==> config.mk <==
export PLATFORM = sky130hd
export DESIGN_NAME = stable_sorted_priority_queue
export DESIGN_NICKNAME = d
export VERILOG_FILES = /design/src/rtl/core/sspq_pkg.sv /design/src/rtl/core/sspq_cell.sv /design/src/rtl/core/stable_sorted_priority_queue.sv
export SDC_FILE = /design/constraint.sdc
export NUM_CORES = 1
export LEC_CHECK = 0
export BUFFER_PORTS_ARGS = -buffer_cell sky130_fd_sc_hd__buf_2
export CORE_MARGIN = 2
export CORE_UTILIZATION = 35
export DETAILED_ROUTE_END_ITERATION = 10
export SLEW_MARGIN = 20
export SYNTH_ARGS = -nofsm -noshare
export SYNTH_HDL_FRONTEND = slang
export SYNTH_SLANG_ARGS = --single-unit
==> constraint.sdc <==
create_clock -name clk_i -period 10.4 [get_ports clk_i]
set_clock_uncertainty 0.2 [all_clocks]
set_input_delay 0.52 -clock clk_i [delete_from_list [all_inputs] [get_ports clk_i]]
set_output_delay 0.52 -clock clk_i [all_outputs]
set_load 0.01 [all_outputs]
==> src/rtl/core/sspq_pkg.sv <==
// Shared types and constants for the stable sorted priority queue.
`timescale 1ns / 1ps

package sspq_pkg;

  // Default number of queue slots
  localparam int unsigned DEF_CAPACITY = 16;

  // Operation codes
  typedef enum logic {
    OP_ENQ = 1'b0,
    OP_DEQ = 1'b1
  } op_e;

  // Result status codes
  typedef enum logic [1:0] {
    ST_OK    = 2'd0,
    ST_EMPTY = 2'd1,
    ST_FULL  = 2'd2
  } status_e;

  // Input beat
  typedef struct packed {
    op_e         opcode;
    logic [15:0] entry_id;
    logic [7:0]  entry_priority;
  } in_beat_t;

  // Output beat
  typedef struct packed {
    status_e     status;
    logic [15:0] out_id;
    logic [4:0]  occupancy;
  } out_beat_t;

  // Contents of one slot
  typedef struct packed {
    logic [15:0] id;
    logic [7:0]  pri;
  } slot_t;

  // Per-cycle command broadcast to every cell
  typedef struct packed {
    logic  enq;
    logic  deq;
    slot_t new_slot;
  } cell_ctrl_t;

endpackage

==> src/rtl/core/sspq_cell.sv <==
// One slot of the sorted shift chain: holds an entry, shifts or takes the new one.
`timescale 1ns / 1ps

module sspq_cell (
  input  logic               clk_i,
  input  sspq_pkg::cell_ctrl_t ctrl_i,
  input  logic               occupied_i,
  input  sspq_pkg::slot_t    left_i,
  input  logic               left_ins_i,
  input  sspq_pkg::slot_t    right_i,
  output sspq_pkg::slot_t    data_o,
  output logic               ins_o
);

  sspq_pkg::slot_t data_q;
  sspq_pkg::slot_t data_d;

  // At or past the insertion point: empty, or holding a strictly larger number
  assign ins_o = !occupied_i || (data_q.pri > ctrl_i.new_slot.pri);

  // Insert moves the chain right from the insertion point; remove moves it left
  always_comb begin
    data_d = data_q;
    if (ctrl_i.enq) begin
      if (ins_o) begin
        data_d = left_ins_i ? left_i : ctrl_i.new_slot;
      end
    end else if (ctrl_i.deq) begin
      data_d = right_i;
    end
  end

  always_ff @(posedge clk_i) begin
    data_q <= data_d;
  end

  assign data_o = data_q;

endmodule

==> src/rtl/core/stable_sorted_priority_queue.sv <==
// Top level of the stable sorted priority queue built as a chain of slot cells.
// A result appears in the output register in the cycle after its input beat is taken.
// Throughput: one beat per cycle while the output is not stalled; every slot compares
// against the new priority in parallel and the whole chain shifts in the same cycle.
// Reset clears the entry count and the output valid at once; slot contents are
// undefined until written and are only read below the entry count.
`timescale 1ns / 1ps

module stable_sorted_priority_queue #(
  parameter int unsigned CAPACITY = sspq_pkg::DEF_CAPACITY
) (
  input  logic                clk_i,
  input  logic                rst_ni,
  input  logic                in_valid_i,
  output logic                in_stall_o,
  input  sspq_pkg::in_beat_t  in_data_i,
  output logic                out_valid_o,
  input  logic                out_stall_i,
  output sspq_pkg::out_beat_t out_data_o
);

  localparam int unsigned CW = $clog2(CAPACITY + 1);

  logic [CW-1:0]       count_q;
  logic [CW-1:0]       count_d;
  logic                out_valid_q;
  logic                out_valid_d;
  sspq_pkg::out_beat_t out_data_q;
  sspq_pkg::out_beat_t out_data_d;
  logic                in_fire;
  logic                full;
  logic                empty;
  logic [CW+4:0]       occ_ext;
  sspq_pkg::cell_ctrl_t ctrl;
  sspq_pkg::slot_t     cell_data [CAPACITY];
  logic                cell_ins  [CAPACITY];

  // Input is taken whenever the result register is free or being drained
  assign in_stall_o = out_valid_q && out_stall_i;
  assign in_fire    = in_valid_i && !in_stall_o;

  assign full  = (count_q == CW'(CAPACITY));
  assign empty = (count_q == '0);

  // Command to the cells
  always_comb begin
    ctrl.enq          = in_fire && (in_data_i.opcode == sspq_pkg::OP_ENQ) && !full;
    ctrl.deq          = in_fire && (in_data_i.opcode == sspq_pkg::OP_DEQ) && !empty;
    ctrl.new_slot.id  = in_data_i.entry_id;
    ctrl.new_slot.pri = in_data_i.entry_priority;
  end

  // Slot chain
  for (genvar i = 0; i < CAPACITY; i++) begin : g_cell
    logic            occ;
    sspq_pkg::slot_t left;
    logic            left_ins;
    sspq_pkg::slot_t right;

    assign occ = (CW'(i) < count_q);

    if (i == 0) begin : g_head
      assign left     = ctrl.new_slot;
      assign left_ins = 1'b0;
    end else begin : g_body
      assign left     = cell_data[i-1];
      assign left_ins = cell_ins[i-1];
    end

    if (i == CAPACITY - 1) begin : g_tail
      assign right = cell_data[i];
    end else begin : g_mid
      assign right = cell_data[i+1];
    end

    sspq_cell u_cell (
      .clk_i      (clk_i),
      .ctrl_i     (ctrl),
      .occupied_i (occ),
      .left_i     (left),
      .left_ins_i (left_ins),
      .right_i    (right),
      .data_o     (cell_data[i]),
      .ins_o      (cell_ins[i])
    );
  end

  // Entry count
  always_comb begin
    count_d = count_q;
    if (ctrl.enq) begin
      count_d = count_q + CW'(1);
    end else if (ctrl.deq) begin
      count_d = count_q - CW'(1);
    end
  end

  assign occ_ext = {5'b0, count_d};

  // Result beat
  always_comb begin
    out_data_d.status    = sspq_pkg::ST_OK;
    out_data_d.out_id    = '0;
    out_data_d.occupancy = occ_ext[4:0];
    if (in_data_i.opcode == sspq_pkg::OP_ENQ) begin
      if (full) begin
        out_data_d.status = sspq_pkg::ST_FULL;
      end
    end else if (empty) begin
      out_data_d.status = sspq_pkg::ST_EMPTY;
    end else begin
      out_data_d.out_id = cell_data[0].id;
    end
  end

  // Output register valid
  always_comb begin
    out_valid_d = out_valid_q && out_stall_i;
    if (in_fire) begin
      out_valid_d = 1'b1;
    end
  end

  always_ff @(posedge clk_i or negedge rst_ni) begin
    if (!rst_ni) begin
      count_q     <= '0;
      out_valid_q <= 1'b0;
    end else begin
      count_q     <= count_d;
      out_valid_q <= out_valid_d;
    end
  end

  always_ff @(posedge clk_i) begin
    if (in_fire) begin
      out_data_q <= out_data_d;
    end
  end

  assign out_valid_o = out_valid_q;
  assign out_data_o  = out_data_q;

endmodule

==> impl_metrics.csv <==
group,metric,value,unit
run_status,outcome,"complete, no violations",
timing,final_max_slew_viol_count,0,
detailed_routing,first_iter_violations,3714,
placement,dpl.hpwl,73.1,mm
detailed_routing,wl,110,mm
timing,tightest_slew,1.11,ns
synthesis,syn-num-nets,3036,
synthesis,synth_top_family_by_area,"compound AO/OA/AOI/OAI gates",
critical_path,worstPathRequired,10.43,ns
detailed_routing,route.detailed.drc,0,
placement,place_area,28600,sq um
power_and_ir_drop,total_power,6.46,mW
synthesis,synth_warnings,0,
critical_path,endpoint,"g_cell[7].u_cell.data_o[1]",
global_route,grt_pass1_vias,24500,
floorplanning,start_util,0.351,
critical_path,ff2ff_setup_slack,5.82,ns
timing,rsz0062_at_grt,"false",
critical_path,slowest_stage,"nor4bb_4",
floorplanning,die_h,285,microns
detailed_routing,dr.pass1.iters,8,
synthesis,syn_area_per_cell,9.61,sq um
layout,area_delta_synth_final,9.15,%
synthesis,synth_compound_gate_area_share,0.215,
placement,place_congestion,0.900,
global_route,grt_remaining_overflow,0,
synthesis,synthArstFlopShare,0.0145,
critical_path,crit_start,"in_data_i[1]",
timing,worst_slack,5.81,ns
clock_tree,insertion_delay,0.60,ns
clock_tree,clockBufferDepth,3,
timing,max_slew_margin,0.262,
layout,drive_gt1_frac,0.0983,
synthesis,synth_cells,2875,
synthesis,ys_types,57,
layout,fin_area,30100,sq um
global_route,grt_pass1_wl,162,mm
critical_path,timing.rr.end,"g_cell[14].u_cell.data_o[5]",
floorplanning,ios,54,
detailed_routing,routed_via_density,6.84,
timing,tns,0,ns
synthesis,synth_area_leaders,"edfxtp_1, nand4_1, ha_1",
synthesis,yosys-top-cells-count,"edfxtp_1, nand4_1, clkbuf_1",
floorplanning,rows,103,
clock_tree,htree_levels,2,
critical_path,timing.rr.start,"count_q[1]",
run,max_cap_viol_count,0,
global_route,track_usage,0.261,
layout,fin_nets,2874,
synthesis,synth-xor-area-share,0.00127,
clock_tree,cts-root-buf,"clkbuf_16",
floorplanning,core-area,78600,sq um
synthesis,synth_mux_area_frac,0,
critical_path,cpPeakStageDelay,0.97,ns
detailed_routing,antenna_left,0,
synthesis,synth-seq-cells,413,
detailed_routing,routed-via-count,26000,
clock_tree,cts-resized-gates,0,
critical_path,path_class,"input port to register",
synthesis,synth-main-ff-cell,"edfxtp_1",
timing,setup_viol,0,
synthesis,synthesis.area,27600,sq um
synthesis,synth_fa_ha_area_frac,0.0598,
synthesis,yosysMostFrequentCell,"edfxtp_1",
floorplanning,die_x,285,microns
layout,diodes,0,
critical_path,critPathCaptureType,"register",
clock_tree,clock_sinks,413,
clock_tree,hold_buffers,2,
synthesis,yosysTopAreaCell,"edfxtp_1",
layout,fillers,7760,
global_route,grt_max_degree,249,
critical_path,cp_max_fo,25,
clock_tree,clk_pin_slew,0.06,ns
worst_hold_path,min_path_type,"input port to register",
critical_path,worstPathArrival,4.62,ns
power_and_ir_drop,peakVddDrop,0.141,mV
clock_tree,cts_buffers,47,
placement,io_buffers,53,
synthesis,synth_top_cell_area_share,0.443,
critical_path,cp_cell_sequence,"buf_2, inv_1, buf_4, ha_1, nor2b_1, o211ai_1, nor4bb_4, or2_1, o21ai_4",
timing,holdWs,0.0637,ns
placement,pre_cts_ws,5.33,ns
timing,max_freq,218,MHz
clock_tree,cts_tree,"done",
floorplanning,die_area,81200,sq um
synthesis,ys_seq_area_frac,0.448,
detailed_routing,wl_per_cell,29.0,microns
critical_path,start_kind,"input port",
power_and_ir_drop,p_leak,10.8,nW
timing,fin_crit_sh,0.441,
timing,period_minus_slack,4.59,ns
global_route,antenna_found_initial,6,
power_and_ir_drop,p_per_area,214,nW/um^2
synthesis,synth_edf_count,407,
clock_tree,cts_setup_buffers,0,
critical_path,worstRegToRegCells,9,
timing,hold_viol,0,
synthesis,synth-simple-area-share,0.213,
area by class of cell:
class | instances | area [sq um] | area share
repair buffers | 145 | 993 | 0.0330
well taps | 1050 | 1310 | 0.0436
multi-input cells | 2075 | 13800 | 0.459
inverters | 31 | 116 | 0.00386
flip-flops and latches | 413 | 12400 | 0.410
clock buffers | 53 | 1220 | 0.0405
clock inverters | 29 | 300 | 0.00996
logic make-up (layout without fill, tap and decap cells):
kind of cell / after synthesis / count (layout)
xor gates and xnor gates: 4 / 4
buffers and inverters: 387 / 258
and+or+nand+nor: 1084 / 1084
AOI/OAI and AO/OA: 855 / 855
adders and majority gates: 132 / 132
DFF: 413 / 413
layout by cell type, fill, tap and decap left out, types with 31 or more instances in the layout:
| cell type | instances |
|---|---|
| nor2_1 | 141 |
| nand4_1 | 334 |
| clkbuf_16 | 48 |
| edfxtp_1 | 407 |
| o211ai_1 | 64 |
| nand2_1 | 172 |
| nand3_1 | 198 |
| buf_2 | 53 |
| o21ai_0 | 31 |
| buf_4 | 86 |
| o2111ai_1 | 168 |
| a22oi_1 | 48 |
| ha_1 | 132 |
| o31ai_1 | 121 |
| and3_1 | 139 |
| a21oi_1 | 181 |
| a31oi_1 | 122 |
worst min path at each step:
| stage | slack, ns | start | endpoint | cells after the start |
|---|---|---|---|---|
| after floorplan | 0.02 | rst_ni | count_q[0] | 0 |
| after global placement | 0.18 | rst_ni | count_q[4] | 1 |
| after detailed placement | 0.18 | rst_ni | count_q[4] | 1 |
| after CTS | 0.03 | out_stall_i | out_valid_o | 3 |
| after global routing | 0.06 | out_stall_i | out_valid_o | 3 |
| final | 0.06 | out_stall_i | out_valid_o | 3 |
metal layers:
metal | track usage | up-vias | wire (microns)
met5 | 0 | - | 98
met4 | 0.109 | 14 | 5110
met3 | 0.0525 | 326 | 10800
met2 | 0.422 | 1548 | 51200
met1 | 0.341 | 12800 | 43100
li1 | - | 11300 | -
registers in the layout, indices dropped and copies added (netlist names):
signal / cells
count_q: 5
g_cell.u_cell.data_o: 384
out_data_o: 23
out_valid_o: 1
stage by stage:
step	instances	util
2_1_floorplan	2875	-
3_3_place_gp	3711	0.363
3_5_place_dp	3712	0.363
4_1_cts	3796	0.383
5_1_grt	3796	0.383
6_report	3796	0.383
power by group:
| group | switching [mW] | internal (mW) | total [mW] |
|---|---|---|---|
| sequential | 0.322 | 2.22 | 2.54 |
| clock | 0.740 | 0.987 | 1.73 |
| combinational | 1.56 | 0.628 | 2.19 |
| total | 2.62 | 3.84 | 6.46 |
worst max-delay path, delay by kind of cell:
family,cells,cell delay (ns)
AOI/OAI and AO/OA,2,0.59
and+or+nand+nor,3,1.90
adders and majority gates,1,0.32
buffers and inverters,3,1.27
(Power assumes the default switching activity.)
